<file path="src/tild_pkg.sv">
// Package with shared types and constants of the terminal input line discipline.
package tild_pkg;

    typedef enum logic [3:0] {
        EV_STORED       = 4'd0,
        EV_FULL_DROP    = 4'd1,
        EV_CR_IGNORED   = 4'd2,
        EV_INTERRUPT    = 4'd3,
        EV_SUSPEND      = 4'd4,
        EV_EOF_MARKED   = 4'd5,
        EV_EDITED       = 4'd6,
        EV_TAKEN        = 4'd7,
        EV_EMPTY        = 4'd8,
        EV_EOF_CONSUMED = 4'd9,
        EV_FLUSHED      = 4'd10
    } t_event;

    typedef enum logic [1:0] {
        CMD_RECEIVE = 2'd0,
        CMD_TAKE    = 2'd1,
        CMD_FLUSH   = 2'd2,
        CMD_FLUSH_ALT = 2'd3
    } t_command;

    typedef enum logic [3:0] {
        ACT_FLUSH,
        ACT_TAKE,
        ACT_IGNORE,
        ACT_INTERRUPT,
        ACT_SUSPEND,
        ACT_EOF_MARK,
        ACT_ERASE,
        ACT_KILL,
        ACT_WORD_ERASE,
        ACT_STORE
    } t_action;

    typedef enum logic [1:0] {
        WALK_ANY,
        WALK_SPACES,
        WALK_WORD
    } t_walk;

    typedef enum logic [2:0] {
        ST_IDLE,
        ST_EXEC,
        ST_TAKE_WAIT,
        ST_WALK_RD,
        ST_WALK_CHK,
        ST_FINISH
    } t_state;

    typedef struct packed {
        logic latch;
        logic exec;
        logic take_rd;
        logic take_fin;
        logic walk_init;
        logic walk_rd;
        logic walk_step;
        logic walk_phase;
        logic load_out;
    } t_ctl_cmd;

    typedef struct packed {
        t_action action;
        logic    empty;
        logic    walk_more;
        logic    walk_ok;
        logic    walk_spaces;
        logic    out_free;
    } t_dp_status;

    localparam logic [2:0] CFG_INPUT_FLAGS = 3'd0;
    localparam logic [2:0] CFG_LOCAL_FLAGS = 3'd1;
    localparam logic [2:0] CFG_INTR_CHAR   = 3'd2;
    localparam logic [2:0] CFG_SUSP_CHAR   = 3'd3;
    localparam logic [2:0] CFG_EOF_CHAR    = 3'd4;
    localparam logic [2:0] CFG_ERASE_CHAR  = 3'd5;
    localparam logic [2:0] CFG_KILL_CHAR   = 3'd6;
    localparam logic [2:0] CFG_WERASE_CHAR = 3'd7;

    localparam logic [2:0] RST_INPUT_FLAGS = 3'd2;
    localparam logic [2:0] RST_LOCAL_FLAGS = 3'd3;
    localparam logic [7:0] RST_INTR_CHAR   = 8'h03;
    localparam logic [7:0] RST_SUSP_CHAR   = 8'h1A;
    localparam logic [7:0] RST_EOF_CHAR    = 8'h04;
    localparam logic [7:0] RST_ERASE_CHAR  = 8'h7F;
    localparam logic [7:0] RST_KILL_CHAR   = 8'h15;
    localparam logic [7:0] RST_WERASE_CHAR = 8'h17;

    localparam logic [7:0] CH_BS = 8'h08;
    localparam logic [7:0] CH_NL = 8'h0A;
    localparam logic [7:0] CH_CR = 8'h0D;
    localparam logic [7:0] CH_SP = 8'h20;

    function automatic logic is_line_end(input logic [7:0] b);
        return (b == CH_NL) || (b == CH_CR);
    endfunction

endpackage

</file>
<file path="src/tild_ifs.sv">
// Handshake channel interfaces for input items, result items and configuration writes.
interface tild_in_if;
    logic       valid;
    logic       ready;
    logic [1:0] command;
    logic [7:0] rx_byte;

    modport source (output valid, output command, output rx_byte, input ready);
    modport sink (input valid, input command, input rx_byte, output ready);
endinterface

interface tild_out_if;
    logic       valid;
    logic       ready;
    logic [3:0] event_res;
    logic [7:0] data_byte;
    logic       echo_valid;
    logic [5:0] erase_count;
    logic       wake_reader;
    logic [5:0] fill_level;
    logic       eof_flag;

    modport source (output valid, output event_res, output data_byte, output echo_valid,
                    output erase_count, output wake_reader, output fill_level,
                    output eof_flag, input ready);
    modport sink (input valid, input event_res, input data_byte, input echo_valid,
                  input erase_count, input wake_reader, input fill_level,
                  input eof_flag, output ready);
endinterface

interface tild_cfg_if;
    logic       valid;
    logic       ready;
    logic [2:0] reg_index;
    logic [7:0] wr_data;

    modport source (output valid, output reg_index, output wr_data, input ready);
    modport sink (input valid, input reg_index, input wr_data, output ready);
endinterface

</file>
<file path="src/tild_ram.sv">
// Generic single-write, single-read RAM with a registered read port.
module tild_ram #(
    parameter int WIDTH = 8,
    parameter int DEPTH = 64
) (
    input  logic                     i_clk,
    input  logic                     i_we,
    input  logic [$clog2(DEPTH)-1:0] i_waddr,
    input  logic [WIDTH-1:0]         i_wdata,
    input  logic                     i_re,
    input  logic [$clog2(DEPTH)-1:0] i_raddr,
    output logic [WIDTH-1:0]         o_rdata
);

    logic [WIDTH-1:0] r_mem [DEPTH];
    logic [WIDTH-1:0] r_rdata;

    always_ff @(posedge i_clk) begin
        if (i_we) begin
            r_mem[i_waddr] <= i_wdata;
        end
        if (i_re) begin
            r_rdata <= r_mem[i_raddr];
        end
    end

    assign o_rdata = r_rdata;

endmodule

</file>
<file path="src/tild_ctrl.sv">
// Controller state machine that sequences each item through the datapath.
module tild_ctrl (
    input  logic                 i_clk,
    input  logic                 i_rst_n,
    input  logic                 i_in_valid,
    output logic                 o_in_ready,
    input  tild_pkg::t_dp_status i_status,
    output tild_pkg::t_ctl_cmd   o_cmd
);

    tild_pkg::t_state r_state;
    tild_pkg::t_state n_state;

    always_ff @(posedge i_clk) begin
        if (!i_rst_n) begin
            r_state <= tild_pkg::ST_IDLE;
        end else begin
            r_state <= n_state;
        end
    end

    always_comb begin
        n_state = r_state;
        unique case (r_state)
            tild_pkg::ST_IDLE: begin
                if (i_in_valid) begin
                    n_state = tild_pkg::ST_EXEC;
                end
            end
            tild_pkg::ST_EXEC: begin
                unique case (i_status.action)
                    tild_pkg::ACT_TAKE: begin
                        n_state = i_status.empty ? tild_pkg::ST_FINISH
                                                 : tild_pkg::ST_TAKE_WAIT;
                    end
                    tild_pkg::ACT_ERASE, tild_pkg::ACT_KILL, tild_pkg::ACT_WORD_ERASE: begin
                        n_state = tild_pkg::ST_WALK_RD;
                    end
                    default: begin
                        n_state = tild_pkg::ST_FINISH;
                    end
                endcase
            end
            tild_pkg::ST_TAKE_WAIT: begin
                n_state = tild_pkg::ST_FINISH;
            end
            tild_pkg::ST_WALK_RD: begin
                n_state = i_status.walk_more ? tild_pkg::ST_WALK_CHK : tild_pkg::ST_FINISH;
            end
            tild_pkg::ST_WALK_CHK: begin
                if (i_status.walk_ok || i_status.walk_spaces) begin
                    n_state = tild_pkg::ST_WALK_RD;
                end else begin
                    n_state = tild_pkg::ST_FINISH;
                end
            end
            tild_pkg::ST_FINISH: begin
                if (i_status.out_free) begin
                    n_state = tild_pkg::ST_IDLE;
                end
            end
            default: begin
                n_state = tild_pkg::ST_IDLE;
            end
        endcase
    end

    always_comb begin
        o_cmd      = '0;
        o_in_ready = 1'b0;
        unique case (r_state)
            tild_pkg::ST_IDLE: begin
                o_in_ready  = 1'b1;
                o_cmd.latch = i_in_valid;
            end
            tild_pkg::ST_EXEC: begin
                unique case (i_status.action)
                    tild_pkg::ACT_TAKE: begin
                        o_cmd.exec    = i_status.empty;
                        o_cmd.take_rd = !i_status.empty;
                    end
                    tild_pkg::ACT_ERASE, tild_pkg::ACT_KILL, tild_pkg::ACT_WORD_ERASE: begin
                        o_cmd.walk_init = 1'b1;
                    end
                    default: begin
                        o_cmd.exec = 1'b1;
                    end
                endcase
            end
            tild_pkg::ST_TAKE_WAIT: begin
                o_cmd.take_fin = 1'b1;
            end
            tild_pkg::ST_WALK_RD: begin
                o_cmd.walk_rd = i_status.walk_more;
            end
            tild_pkg::ST_WALK_CHK: begin
                o_cmd.walk_step  = i_status.walk_ok;
                o_cmd.walk_phase = !i_status.walk_ok && i_status.walk_spaces;
            end
            tild_pkg::ST_FINISH: begin
                o_cmd.load_out = i_status.out_free;
            end
            default: begin
                o_cmd = '0;
            end
        endcase
    end

endmodule

</file>
<file path="src/tild_dp.sv">
// Datapath with the byte ring, indices, configuration registers and result register.
module tild_dp #(
    parameter int RING_DEPTH = 64
) (
    input  logic                 i_clk,
    input  logic                 i_rst_n,
    input  tild_pkg::t_ctl_cmd   i_cmd,
    output tild_pkg::t_dp_status o_status,
    input  logic [1:0]           i_command,
    input  logic [7:0]           i_rx_byte,
    input  logic                 i_cfg_valid,
    input  logic [2:0]           i_cfg_index,
    input  logic [7:0]           i_cfg_data,
    input  logic                 i_out_ready,
    output logic                 o_out_valid,
    output logic [3:0]           o_event_res,
    output logic [7:0]           o_data_byte,
    output logic                 o_echo_valid,
    output logic [5:0]           o_erase_count,
    output logic                 o_wake_reader,
    output logic [5:0]           o_fill_level,
    output logic                 o_eof_flag
);

    localparam int AW = $clog2(RING_DEPTH);
    localparam logic [AW-1:0] LAST_IDX = AW'(RING_DEPTH - 1);
    localparam logic [AW:0]   DEPTH_EXT = (AW+1)'(RING_DEPTH);

    logic [AW-1:0] r_wr_idx;
    logic [AW-1:0] r_rd_idx;
    logic          r_eof;
    logic [2:0]    r_iflags;
    logic [2:0]    r_lflags;
    logic [7:0]    r_intr_ch;
    logic [7:0]    r_susp_ch;
    logic [7:0]    r_eof_ch;
    logic [7:0]    r_erase_ch;
    logic [7:0]    r_kill_ch;
    logic [7:0]    r_werase_ch;
    logic          r_out_valid;

    logic [1:0]       r_cmd;
    logic [7:0]       r_byte;
    logic             r_ign;
    tild_pkg::t_event r_ev;
    logic [7:0]       r_data;
    logic             r_echo;
    logic             r_wake;
    logic [AW-1:0]    r_cnt;
    logic             r_one;
    tild_pkg::t_walk  r_mode;

    tild_pkg::t_event r_out_ev;
    logic [7:0]       r_out_data;
    logic             r_out_echo;
    logic [5:0]       r_out_cnt;
    logic             r_out_wake;
    logic [5:0]       r_out_fill;
    logic             r_out_eof;

    logic [7:0]       n_byte;
    logic             n_ign;
    tild_pkg::t_action w_action;
    logic             w_canon_echo;
    logic [AW-1:0]    w_prev_wr;
    logic [AW-1:0]    w_next_wr;
    logic [AW-1:0]    w_next_rd;
    logic             w_empty;
    logic             w_full;
    logic [7:0]       w_rdata;
    logic             w_ram_we;
    logic             w_ram_re;
    logic [AW-1:0]    w_raddr;
    logic             w_walk_ok;
    logic [AW:0]      w_diff;
    logic [AW:0]      w_fill;
    logic [AW+5:0]    w_fill_ext;
    logic [AW+5:0]    w_cnt_ext;

    assign w_canon_echo = r_lflags[1] && r_lflags[2];
    assign w_prev_wr    = (r_wr_idx == '0) ? LAST_IDX : r_wr_idx - AW'(1);
    assign w_next_wr    = (r_wr_idx == LAST_IDX) ? '0 : r_wr_idx + AW'(1);
    assign w_next_rd    = (r_rd_idx == LAST_IDX) ? '0 : r_rd_idx + AW'(1);
    assign w_empty      = (r_wr_idx == r_rd_idx);
    assign w_full       = (w_next_wr == r_rd_idx);

    always_comb begin
        n_byte = i_rx_byte;
        n_ign  = 1'b0;
        if (i_rx_byte == tild_pkg::CH_CR) begin
            if (r_iflags[0]) begin
                n_ign = 1'b1;
            end else if (r_iflags[1]) begin
                n_byte = tild_pkg::CH_NL;
            end
        end else if (i_rx_byte == tild_pkg::CH_NL && r_iflags[2]) begin
            n_byte = tild_pkg::CH_CR;
        end
    end

    always_comb begin
        if (r_cmd[1]) begin
            w_action = tild_pkg::ACT_FLUSH;
        end else if (r_cmd == tild_pkg::CMD_TAKE) begin
            w_action = tild_pkg::ACT_TAKE;
        end else if (r_ign) begin
            w_action = tild_pkg::ACT_IGNORE;
        end else if (r_lflags[0] && r_byte == r_intr_ch) begin
            w_action = tild_pkg::ACT_INTERRUPT;
        end else if (r_lflags[0] && r_byte == r_susp_ch) begin
            w_action = tild_pkg::ACT_SUSPEND;
        end else if (w_canon_echo && r_byte == r_eof_ch) begin
            w_action = tild_pkg::ACT_EOF_MARK;
        end else if (w_canon_echo && (r_byte == tild_pkg::CH_BS || r_byte == r_erase_ch)) begin
            w_action = tild_pkg::ACT_ERASE;
        end else if (w_canon_echo && r_byte == r_kill_ch) begin
            w_action = tild_pkg::ACT_KILL;
        end else if (w_canon_echo && r_byte == r_werase_ch) begin
            w_action = tild_pkg::ACT_WORD_ERASE;
        end else begin
            w_action = tild_pkg::ACT_STORE;
        end
    end

    always_comb begin
        w_walk_ok = !tild_pkg::is_line_end(w_rdata);
        case (r_mode)
            tild_pkg::WALK_SPACES: w_walk_ok = w_walk_ok && (w_rdata == tild_pkg::CH_SP);
            tild_pkg::WALK_WORD:   w_walk_ok = w_walk_ok && (w_rdata != tild_pkg::CH_SP);
            default:               w_walk_ok = w_walk_ok;
        endcase
    end

    assign w_ram_we = i_cmd.exec && (w_action == tild_pkg::ACT_STORE) && !w_full;
    assign w_ram_re = i_cmd.take_rd || i_cmd.walk_rd;
    assign w_raddr  = i_cmd.take_rd ? r_rd_idx : w_prev_wr;

    tild_ram #(
        .WIDTH (8),
        .DEPTH (RING_DEPTH)
    ) u_ring (
        .i_clk   (i_clk),
        .i_we    (w_ram_we),
        .i_waddr (r_wr_idx),
        .i_wdata (r_byte),
        .i_re    (w_ram_re),
        .i_raddr (w_raddr),
        .o_rdata (w_rdata)
    );

    assign o_status.action      = w_action;
    assign o_status.empty       = w_empty;
    assign o_status.walk_more   = !w_empty && !(r_one && r_cnt != '0);
    assign o_status.walk_ok     = w_walk_ok;
    assign o_status.walk_spaces = (r_mode == tild_pkg::WALK_SPACES);
    assign o_status.out_free    = !r_out_valid || i_out_ready;

    assign w_diff     = {1'b0, r_wr_idx} - {1'b0, r_rd_idx};
    assign w_fill     = w_diff[AW] ? w_diff + DEPTH_EXT : w_diff;
    assign w_fill_ext = {5'd0, w_fill};
    assign w_cnt_ext  = {6'd0, r_cnt};

    always_ff @(posedge i_clk) begin
        if (!i_rst_n) begin
            r_wr_idx    <= '0;
            r_rd_idx    <= '0;
            r_eof       <= 1'b0;
            r_iflags    <= tild_pkg::RST_INPUT_FLAGS;
            r_lflags    <= tild_pkg::RST_LOCAL_FLAGS;
            r_intr_ch   <= tild_pkg::RST_INTR_CHAR;
            r_susp_ch   <= tild_pkg::RST_SUSP_CHAR;
            r_eof_ch    <= tild_pkg::RST_EOF_CHAR;
            r_erase_ch  <= tild_pkg::RST_ERASE_CHAR;
            r_kill_ch   <= tild_pkg::RST_KILL_CHAR;
            r_werase_ch <= tild_pkg::RST_WERASE_CHAR;
            r_out_valid <= 1'b0;
        end else begin
            if (i_cfg_valid) begin
                unique case (i_cfg_index)
                    tild_pkg::CFG_INPUT_FLAGS: r_iflags    <= i_cfg_data[2:0];
                    tild_pkg::CFG_LOCAL_FLAGS: r_lflags    <= i_cfg_data[2:0];
                    tild_pkg::CFG_INTR_CHAR:   r_intr_ch   <= i_cfg_data;
                    tild_pkg::CFG_SUSP_CHAR:   r_susp_ch   <= i_cfg_data;
                    tild_pkg::CFG_EOF_CHAR:    r_eof_ch    <= i_cfg_data;
                    tild_pkg::CFG_ERASE_CHAR:  r_erase_ch  <= i_cfg_data;
                    tild_pkg::CFG_KILL_CHAR:   r_kill_ch   <= i_cfg_data;
                    tild_pkg::CFG_WERASE_CHAR: r_werase_ch <= i_cfg_data;
                    default:                   r_werase_ch <= r_werase_ch;
                endcase
            end
            if (i_cmd.exec) begin
                case (w_action)
                    tild_pkg::ACT_FLUSH: begin
                        r_wr_idx <= '0;
                        r_rd_idx <= '0;
                        r_eof    <= 1'b0;
                    end
                    tild_pkg::ACT_TAKE: begin
                        r_eof <= 1'b0;
                    end
                    tild_pkg::ACT_EOF_MARK: begin
                        r_eof <= 1'b1;
                    end
                    tild_pkg::ACT_STORE: begin
                        if (!w_full) begin
                            r_wr_idx <= w_next_wr;
                        end
                    end
                    default: begin
                        r_eof <= r_eof;
                    end
                endcase
            end
            if (i_cmd.take_fin) begin
                r_rd_idx <= w_next_rd;
            end
            if (i_cmd.walk_step) begin
                r_wr_idx <= w_prev_wr;
            end
            if (i_cmd.load_out) begin
                r_out_valid <= 1'b1;
            end else if (i_out_ready) begin
                r_out_valid <= 1'b0;
            end
        end
    end

    always_ff @(posedge i_clk) begin
        if (i_cmd.latch) begin
            r_cmd  <= i_command;
            r_byte <= n_byte;
            r_ign  <= n_ign;
        end
        if (i_cmd.exec) begin
            r_data <= (w_action == tild_pkg::ACT_FLUSH || w_action == tild_pkg::ACT_TAKE)
                      ? '0 : r_byte;
            r_echo <= (w_action == tild_pkg::ACT_STORE) && r_lflags[2];
            r_cnt  <= '0;
            case (w_action)
                tild_pkg::ACT_FLUSH: begin
                    r_ev   <= tild_pkg::EV_FLUSHED;
                    r_wake <= 1'b0;
                end
                tild_pkg::ACT_TAKE: begin
                    r_ev   <= r_eof ? tild_pkg::EV_EOF_CONSUMED : tild_pkg::EV_EMPTY;
                    r_wake <= 1'b0;
                end
                tild_pkg::ACT_IGNORE: begin
                    r_ev   <= tild_pkg::EV_CR_IGNORED;
                    r_wake <= 1'b0;
                end
                tild_pkg::ACT_INTERRUPT: begin
                    r_ev   <= tild_pkg::EV_INTERRUPT;
                    r_wake <= 1'b0;
                end
                tild_pkg::ACT_SUSPEND: begin
                    r_ev   <= tild_pkg::EV_SUSPEND;
                    r_wake <= 1'b0;
                end
                tild_pkg::ACT_EOF_MARK: begin
                    r_ev   <= tild_pkg::EV_EOF_MARKED;
                    r_wake <= 1'b1;
                end
                default: begin
                    if (w_full) begin
                        r_ev   <= tild_pkg::EV_FULL_DROP;
                        r_wake <= 1'b0;
                    end else begin
                        r_ev   <= tild_pkg::EV_STORED;
                        r_wake <= w_canon_echo ? tild_pkg::is_line_end(r_byte) : 1'b1;
                    end
                end
            endcase
        end
        if (i_cmd.take_fin) begin
            r_ev   <= tild_pkg::EV_TAKEN;
            r_data <= w_rdata;
            r_echo <= 1'b0;
            r_wake <= 1'b0;
            r_cnt  <= '0;
        end
        if (i_cmd.walk_init) begin
            r_ev   <= tild_pkg::EV_EDITED;
            r_data <= r_byte;
            r_echo <= 1'b0;
            r_wake <= 1'b0;
            r_cnt  <= '0;
            r_one  <= (w_action == tild_pkg::ACT_ERASE);
            case (w_action)
                tild_pkg::ACT_WORD_ERASE: r_mode <= tild_pkg::WALK_SPACES;
                default:                  r_mode <= tild_pkg::WALK_ANY;
            endcase
        end
        if (i_cmd.walk_step) begin
            r_cnt <= r_cnt + AW'(1);
        end
        if (i_cmd.walk_phase) begin
            r_mode <= tild_pkg::WALK_WORD;
        end
        if (i_cmd.load_out) begin
            r_out_ev   <= r_ev;
            r_out_data <= r_data;
            r_out_echo <= r_echo;
            r_out_cnt  <= w_cnt_ext[5:0];
            r_out_wake <= r_wake;
            r_out_fill <= w_fill_ext[5:0];
            r_out_eof  <= r_eof;
        end
    end

    assign o_out_valid   = r_out_valid;
    assign o_event_res   = r_out_ev;
    assign o_data_byte   = r_out_data;
    assign o_echo_valid  = r_out_echo;
    assign o_erase_count = r_out_cnt;
    assign o_wake_reader = r_out_wake;
    assign o_fill_level  = r_out_fill;
    assign o_eof_flag    = r_out_eof;

endmodule

</file>
<file path="src/tty_input_line_discipline.sv">
// Top level of the terminal input line discipline: controller, datapath and channel wiring.
// Each item passes the execute and finish states, the latter loading the result; a take
// of a stored byte also passes the take-wait state, and an edit loops over the walk read and
// check states while it removes bytes; a stalled result holds the controller until taken.
// Throughput: one item at a time, the next accepted the cycle after the result is loaded.
// Reset clears the indices, the end-of-file mark, the result valid and sets the registers
// to their defaults; ring contents are left as they are and need no clearing pass.
module tty_input_line_discipline #(
    parameter int RING_DEPTH = 64
) (
    input logic              i_clk,
    input logic              i_rst_n,
    tild_in_if.sink          i_in,
    tild_out_if.source       o_out,
    tild_cfg_if.sink         i_cfg
);

    tild_pkg::t_ctl_cmd   w_cmd;
    tild_pkg::t_dp_status w_status;
    logic                 w_in_ready;

    assign i_in.ready  = w_in_ready;
    assign i_cfg.ready = 1'b1;

    tild_ctrl u_ctrl (
        .i_clk      (i_clk),
        .i_rst_n    (i_rst_n),
        .i_in_valid (i_in.valid),
        .o_in_ready (w_in_ready),
        .i_status   (w_status),
        .o_cmd      (w_cmd)
    );

    tild_dp #(
        .RING_DEPTH (RING_DEPTH)
    ) u_dp (
        .i_clk         (i_clk),
        .i_rst_n       (i_rst_n),
        .i_cmd         (w_cmd),
        .o_status      (w_status),
        .i_command     (i_in.command),
        .i_rx_byte     (i_in.rx_byte),
        .i_cfg_valid   (i_cfg.valid),
        .i_cfg_index   (i_cfg.reg_index),
        .i_cfg_data    (i_cfg.wr_data),
        .i_out_ready   (o_out.ready),
        .o_out_valid   (o_out.valid),
        .o_event_res   (o_out.event_res),
        .o_data_byte   (o_out.data_byte),
        .o_echo_valid  (o_out.echo_valid),
        .o_erase_count (o_out.erase_count),
        .o_wake_reader (o_out.wake_reader),
        .o_fill_level  (o_out.fill_level),
        .o_eof_flag    (o_out.eof_flag)
    );

endmodule

</file>
<file path="src/flat_wrapper.sv">
// flat-port wrapper written by rule: the top's interface ports become plain ports
module tty_input_line_discipline_flat 
#(
    parameter int RING_DEPTH = 64
)
  (i_clk, i_rst_n, i_in_valid, i_in_command, i_in_rx_byte, i_in_ready, o_out_valid, o_out_event_res, o_out_data_byte, o_out_echo_valid, o_out_erase_count, o_out_wake_reader, o_out_fill_level, o_out_eof_flag, o_out_ready, i_cfg_valid, i_cfg_reg_index, i_cfg_wr_data, i_cfg_ready);
  tild_in_if i_in_i ();
  tild_out_if o_out_i ();
  tild_cfg_if i_cfg_i ();
  input logic i_clk;
  input logic i_rst_n;
  input wire logic [$bits(i_in_i.valid)-1:0] i_in_valid;
  input wire logic [$bits(i_in_i.command)-1:0] i_in_command;
  input wire logic [$bits(i_in_i.rx_byte)-1:0] i_in_rx_byte;
  output wire logic [$bits(i_in_i.ready)-1:0] i_in_ready;
  output wire logic [$bits(o_out_i.valid)-1:0] o_out_valid;
  output wire logic [$bits(o_out_i.event_res)-1:0] o_out_event_res;
  output wire logic [$bits(o_out_i.data_byte)-1:0] o_out_data_byte;
  output wire logic [$bits(o_out_i.echo_valid)-1:0] o_out_echo_valid;
  output wire logic [$bits(o_out_i.erase_count)-1:0] o_out_erase_count;
  output wire logic [$bits(o_out_i.wake_reader)-1:0] o_out_wake_reader;
  output wire logic [$bits(o_out_i.fill_level)-1:0] o_out_fill_level;
  output wire logic [$bits(o_out_i.eof_flag)-1:0] o_out_eof_flag;
  input wire logic [$bits(o_out_i.ready)-1:0] o_out_ready;
  input wire logic [$bits(i_cfg_i.valid)-1:0] i_cfg_valid;
  input wire logic [$bits(i_cfg_i.reg_index)-1:0] i_cfg_reg_index;
  input wire logic [$bits(i_cfg_i.wr_data)-1:0] i_cfg_wr_data;
  output wire logic [$bits(i_cfg_i.ready)-1:0] i_cfg_ready;
  assign i_in_i.valid = i_in_valid;
  assign i_in_i.command = i_in_command;
  assign i_in_i.rx_byte = i_in_rx_byte;
  assign i_in_ready = i_in_i.ready;
  assign o_out_valid = o_out_i.valid;
  assign o_out_event_res = o_out_i.event_res;
  assign o_out_data_byte = o_out_i.data_byte;
  assign o_out_echo_valid = o_out_i.echo_valid;
  assign o_out_erase_count = o_out_i.erase_count;
  assign o_out_wake_reader = o_out_i.wake_reader;
  assign o_out_fill_level = o_out_i.fill_level;
  assign o_out_eof_flag = o_out_i.eof_flag;
  assign o_out_i.ready = o_out_ready;
  assign i_cfg_i.valid = i_cfg_valid;
  assign i_cfg_i.reg_index = i_cfg_reg_index;
  assign i_cfg_i.wr_data = i_cfg_wr_data;
  assign i_cfg_ready = i_cfg_i.ready;
  tty_input_line_discipline #(.RING_DEPTH(RING_DEPTH)) u_core (.i_clk(i_clk), .i_rst_n(i_rst_n), .i_in(i_in_i), .o_out(o_out_i), .i_cfg(i_cfg_i));
endmodule
</file>
<file path="config.mk">
export PLATFORM = sky130hd
export DESIGN_NAME = tty_input_line_discipline_flat
export DESIGN_NICKNAME = d
export VERILOG_FILES = /design/src/tild_pkg.sv /design/src/tild_ifs.sv /design/src/tild_ram.sv /design/src/tild_ctrl.sv /design/src/tild_dp.sv /design/src/tty_input_line_discipline.sv /design/src/flat_wrapper.sv
export SDC_FILE = /design/constraint.sdc
export NUM_CORES = 1
export LEC_CHECK = 0
export CAP_MARGIN = 30
export CORE_ASPECT_RATIO = 1.4
export CORE_MARGIN = 2
export CORE_UTILIZATION = 35
export CTS_CLUSTER_SIZE = 30
export DETAILED_ROUTE_END_ITERATION = 7
export DONT_BUFFER_PORTS = 1
export HOLD_SLACK_MARGIN = 0.15
export PLACE_DENSITY = 0.52
export SYNTH_ARGS = -nofsm -noshare
export SYNTH_HDL_FRONTEND = slang
export SYNTH_SLANG_ARGS = --single-unit
</file>
<file path="constraint.sdc">
create_clock -name i_clk -period 4.2 [get_ports i_clk]
set_clock_uncertainty 0.05 [all_clocks]
set_input_delay 0.42 -clock i_clk [delete_from_list [all_inputs] [get_ports i_clk]]
set_output_delay 0.42 -clock i_clk [all_outputs]
set_load 0.01 [all_outputs]
</file>
==> summary.txt <==
Clock tree
  • CTS tree: yes
  • Reg clk slew, reported paths: 0.07 ns
  • Clock buffers created by TritonCTS: 61
  • Worst skew pair latency: around 0.66 ns
  • Root Driver: clkbuf_16
  • Max Root-Sink Buffers: 3
  • H-tree depth: 2
  • Clk sink count: 652

Critical path
  • WP buf/inv: 4
  • FF-to-FF path depth: 14
  • FF-to-FF Start: u_core.u_dp.r_rd_idx[2]
  • Data required, critical path: 4.67 ns
  • Critical Path End Type: register
  • Cell family with most CP delay: simple AND/OR/NAND/NOR gates
  • CP cell instances: inv_1 -> ha_1 -> nand2_1 -> o311ai_2 -> buf_6 -> mux2i_4 -> buf_12 -> buf_12 -> nand2_1 -> and3_1 -> a311oi_1 -> nor3_1 -> nor4b_2 -> a31o_1
  • FF-to-FF setup slack: 0.20 ns
  • Setup crit start kind: register
  • Crit. path cell count: 14
  • CP max FO: 39
  • Crit path max-delay cell type: nor4b_2
  • Worst path max stage delay: 0.44 ns
  • Critical path class: reg -> reg
  • Worst EP arrival: between 4 and 5 ns
  • RR Endpoint: u_core.u_dp.u_ring.o_rdata[4]

Pwr
  • VDD IR max: 339.3 uV
  • Sw power: ~8500 uW
  • Flop pwr share: 35.1%
  • PD cells: 710.4 nW/um2
  • P_leak: around 0.011 uW
  • Combinational power share: 38.0%
  • Clock share of power: 27.0%
  • Switching Fraction: a little under two fifths
  • P_int: about 14,000 uW

STA
  • Max Freq: 250.3 MHz
  • Final hold violation count: 0
  • RSZ-0062 raised after global routing: no
  • Slew Limit Fails: 0
  • Max_slew headroom: 31.70%
  • Hold slack final: around 0.19 ns
  • Final setup fails: 0
  • Fin crit share: 95.13%
  • Fin crit period: around 4 ns
  • Slew @ Worst Pin: 1.025 ns
  • Setup TNS: 0 ns

Global routing
  • Antenna violations before repair: 2
  • First-pass GRT wire length: approximately 120,000 um
  • Number of global-route vias before repair: ~19,000
  • GRT Util Overall: 19.75%
  • GRT overflow: 0
  • Largest net degree at the start of global routing: between 80 and 90
  • GR Layer Usage met1: 23.01%
  • M2 GR Usage: between 30 and 40%
  • Busiest grt layer: met2
  • Grt met3 use: 2.664%

Yosys
  • Mean post-synth cell area: 11.85 um2
  • Async S/R FF share, synth: 0%
  • Register bit total from synthesis: 652
  • Area leader, netlist: edfxtp_1
  • Distinct cells, synth: 80
  • EDFF count, synth: 573
  • Share of the synthesized area in the top cell type: ~63%
  • Most area-consuming cells after synthesis: edfxtp_1 63%, nand2_1 7.6%, dfxtp_1 5.7%
  • Yosys warns: 0
  • Gate Count Post-Synth: 2,322
  • Seq/Total Area, Yosys: 68.30%
  • Mapped Area: 27,510 um2
  • Leading register cell type out of synthesis: edfxtp_1
  • Mapped Nets: roughly 2,400

Hold path
  • Hold EP: u_core.u_dp.r_intr_ch[0]
  • Worst Hold Launch: i_cfg_reg_index[0]
  • Hold Path Class: in -> reg
  • Hold depth: 4

Status
  • Status: complete, no violations

Cells and area
  • Area Growth Syn to Fin: 15.33%
  • Register Area: 18,790 um2
  • Multi-input logic area: 7963 um2
  • Filler cell count: 7,323
  • Layout net count: 2,415
  • Layout cells sized above 1: 9.649%

Placed design
  • I/O Buffers: 0
  • RD Place Congestion: 0.9128
  • DP Wirelength: around 50,000 um

Drt
  • Antenna Violating Nets Remaining: 0
  • Number of DRC markers in iteration 0: between 1,500 and 2,000
  • DRT Pass-1 Iters: 5
  • Drt drc: 0
  • Final wirelength: 80,070 um
  • Vias per cell: about 5.4
  • WL per Instance: between 20 and 25 um
  • Vias: 18,620

Die
  • Core box area: 77,820 um2
  • Die Area: 80,890 um2
  • Num ports: 56
  • Std cell rows: between 100 and 150
  • Initial Utilization: 35.35%
  • Chip Width: ~240 um
  • Die Ht: 335.7 um

Run
  • Max_cap viols: 0
worst reg2reg max path, stage by stage (launching register included):
cell and delay [ns]:
dfxtp_1 0.42, inv_1 0.19, ha_1 0.39, nand2_1 0.11, o311ai_2 0.28, buf_6 0.24, mux2i_4 0.38, buf_12 0.21
buf_12 0.23, nand2_1 0.09, and3_1 0.18, a311oi_1 0.36, nor3_1 0.14, nor4b_2 0.44, a31o_1 0.16
state kept, by name, indices dropped and copies added, names as in the netlist, 6 cells and up:
name,cells
u_core.u_dp.r_cnt,6
u_core.u_dp.u_ring.r_mem,512
u_core.u_dp.r_byte,8
u_core.u_dp.r_wr_idx,6
u_core.u_dp.o_erase_count,6
u_core.u_dp.r_eof_ch,8
u_core.u_dp.r_intr_ch,8
u_core.u_dp.u_ring.o_rdata,8
u_core.u_dp.o_data_byte,8
u_core.u_dp.r_rd_idx,6
u_core.u_dp.r_susp_ch,8
u_core.u_dp.r_erase_ch,8
u_core.u_dp.o_fill_level,6
u_core.u_dp.r_data,8
u_core.u_dp.r_werase_ch,8
u_core.u_dp.r_kill_ch,8
stage by stage:
step                instances  setup slack, ns  util [%]  power (uW)  cell area [um2]
CTS                      3469           0.1006     40.69       22580            31660
global placement         3316          0.04084     37.26       16370            29000
finish                   3471           0.2044     40.77       22540            31730
global route             3471          0.01294     40.77       23530            31730
floorplan                2322           0.1764         -       12990            27510
detailed placement       3320          0.01152     37.36       16420            29070
per-layer routing:
metal  share of wire, %  wire, um  vias up
met3                5.0      4012      153
met4                4.1      3243        0
met2                 52     41900      628
met5                  0         0        -
li1                   -         -     8523
met1                 39     30910     9317
Yosys cell counts (16+ instances only):
cell type  instances
a21o_1            28
a21oi_1          164
a31oi_1           46
and3_1            29
buf_2             70
clkbuf_1          43
dfxtp_1           79
edfxtp_1         573
inv_1             23
nand2_1          554
nand3_1          228
nand4_1           23
nor2_1           102
nor3_1            20
o21ai_0           32
o22ai_1           16
xnor2_1           39
xor2_1            22
area by class of cell:
class	instances	share of cell area [%]
clock buffer	81	5.478
sequential	652	59.22
antenna	1	0.007887
inverter	23	0.2721
clock inverter	32	1.503
timing repair buffer	133	4.303
tap	1045	4.121
multi-input combinational	1504	25.10
cell families after synthesis:
group | count (synthesis) | share of synthesized area, %
mux | 19 | 0.7914
other cells | 1 | 0.01363
xor+xnor | 65 | 2.179
buf+inv | 166 | 3.006
simple gates | 1032 | 16.63
fa+ha+maj | 14 | 0.6641
compound gates | 373 | 8.415
flops | 652 | 68.30
how the worst max path moves through the flow:
stage / from / end / slack (ns)
final: u_core.u_dp.r_rd_idx[2] / u_core.u_dp.u_ring.o_rdata[4] / 0.20
after global routing: u_core.u_dp.r_wr_idx[0] / u_core.u_dp.u_ring.o_rdata[6] / 0.01
after CTS: u_core.u_dp.r_byte[0] / u_core.u_dp.u_ring.r_mem[51][7] / 0.10
after detailed placement: u_core.u_dp.r_rd_idx[1] / u_core.u_dp.u_ring.o_rdata[4] / 0.01
after global placement: u_core.u_dp.r_rd_idx[1] / u_core.u_dp.u_ring.o_rdata[4] / 0.04
after floorplan: u_core.u_dp.r_byte[3] / u_core.u_dp.u_ring.r_mem[53][0] / 0.18
timing repair:
item / CTS / global route
cloned: 0 / 0
hold endpoints to repair: 75 / 0
hold buffers: 36 / 0
buffers inserted: 0 / 1
setup endpoints to repair: 1 / 448
pin swaps: 0 / 0
resized for setup: 1 / 12
power groups by stage:
stage | logic [uW] | clock network [uW] | registers, uW
2_1_floorplan | 4950 | 0 | 8030
3_3_place_gp | 8340 | 0 | 8040
3_5_place_dp | 8380 | 0 | 8040
4_1_cts | 8490 | 6190 | 7900
5_1_grt | 9170 | 6430 | 7930
6_report | 8560 | 6080 | 7900
cell usage in the layout, fill, tap and decap left out, types with 9 or more instances in the layout:
master and instances:
nand4_1 23, nor4_1 9, nor3_1 20, buf_12 17, dlygate4sd3_1 35, clkbuf_16 66, xnor2_1 39, nor2_1 96
ha_1 13, nor2_2 14, a21boi_0 10, a22oi_1 15, dfxtp_1 79, edfxtp_1 573, o21ai_0 31, nand2b_1 12
and3_1 29, bufinv_16 12, clkbuf_1 12, xor2_1 22, nand2_1 554, a31oi_1 46, nand3_1 228, inv_1 23
a21o_1 28, a21oi_1 164, buf_4 75, mux2i_1 13, o22ai_1 16
(Power assumes the default switching activity.)
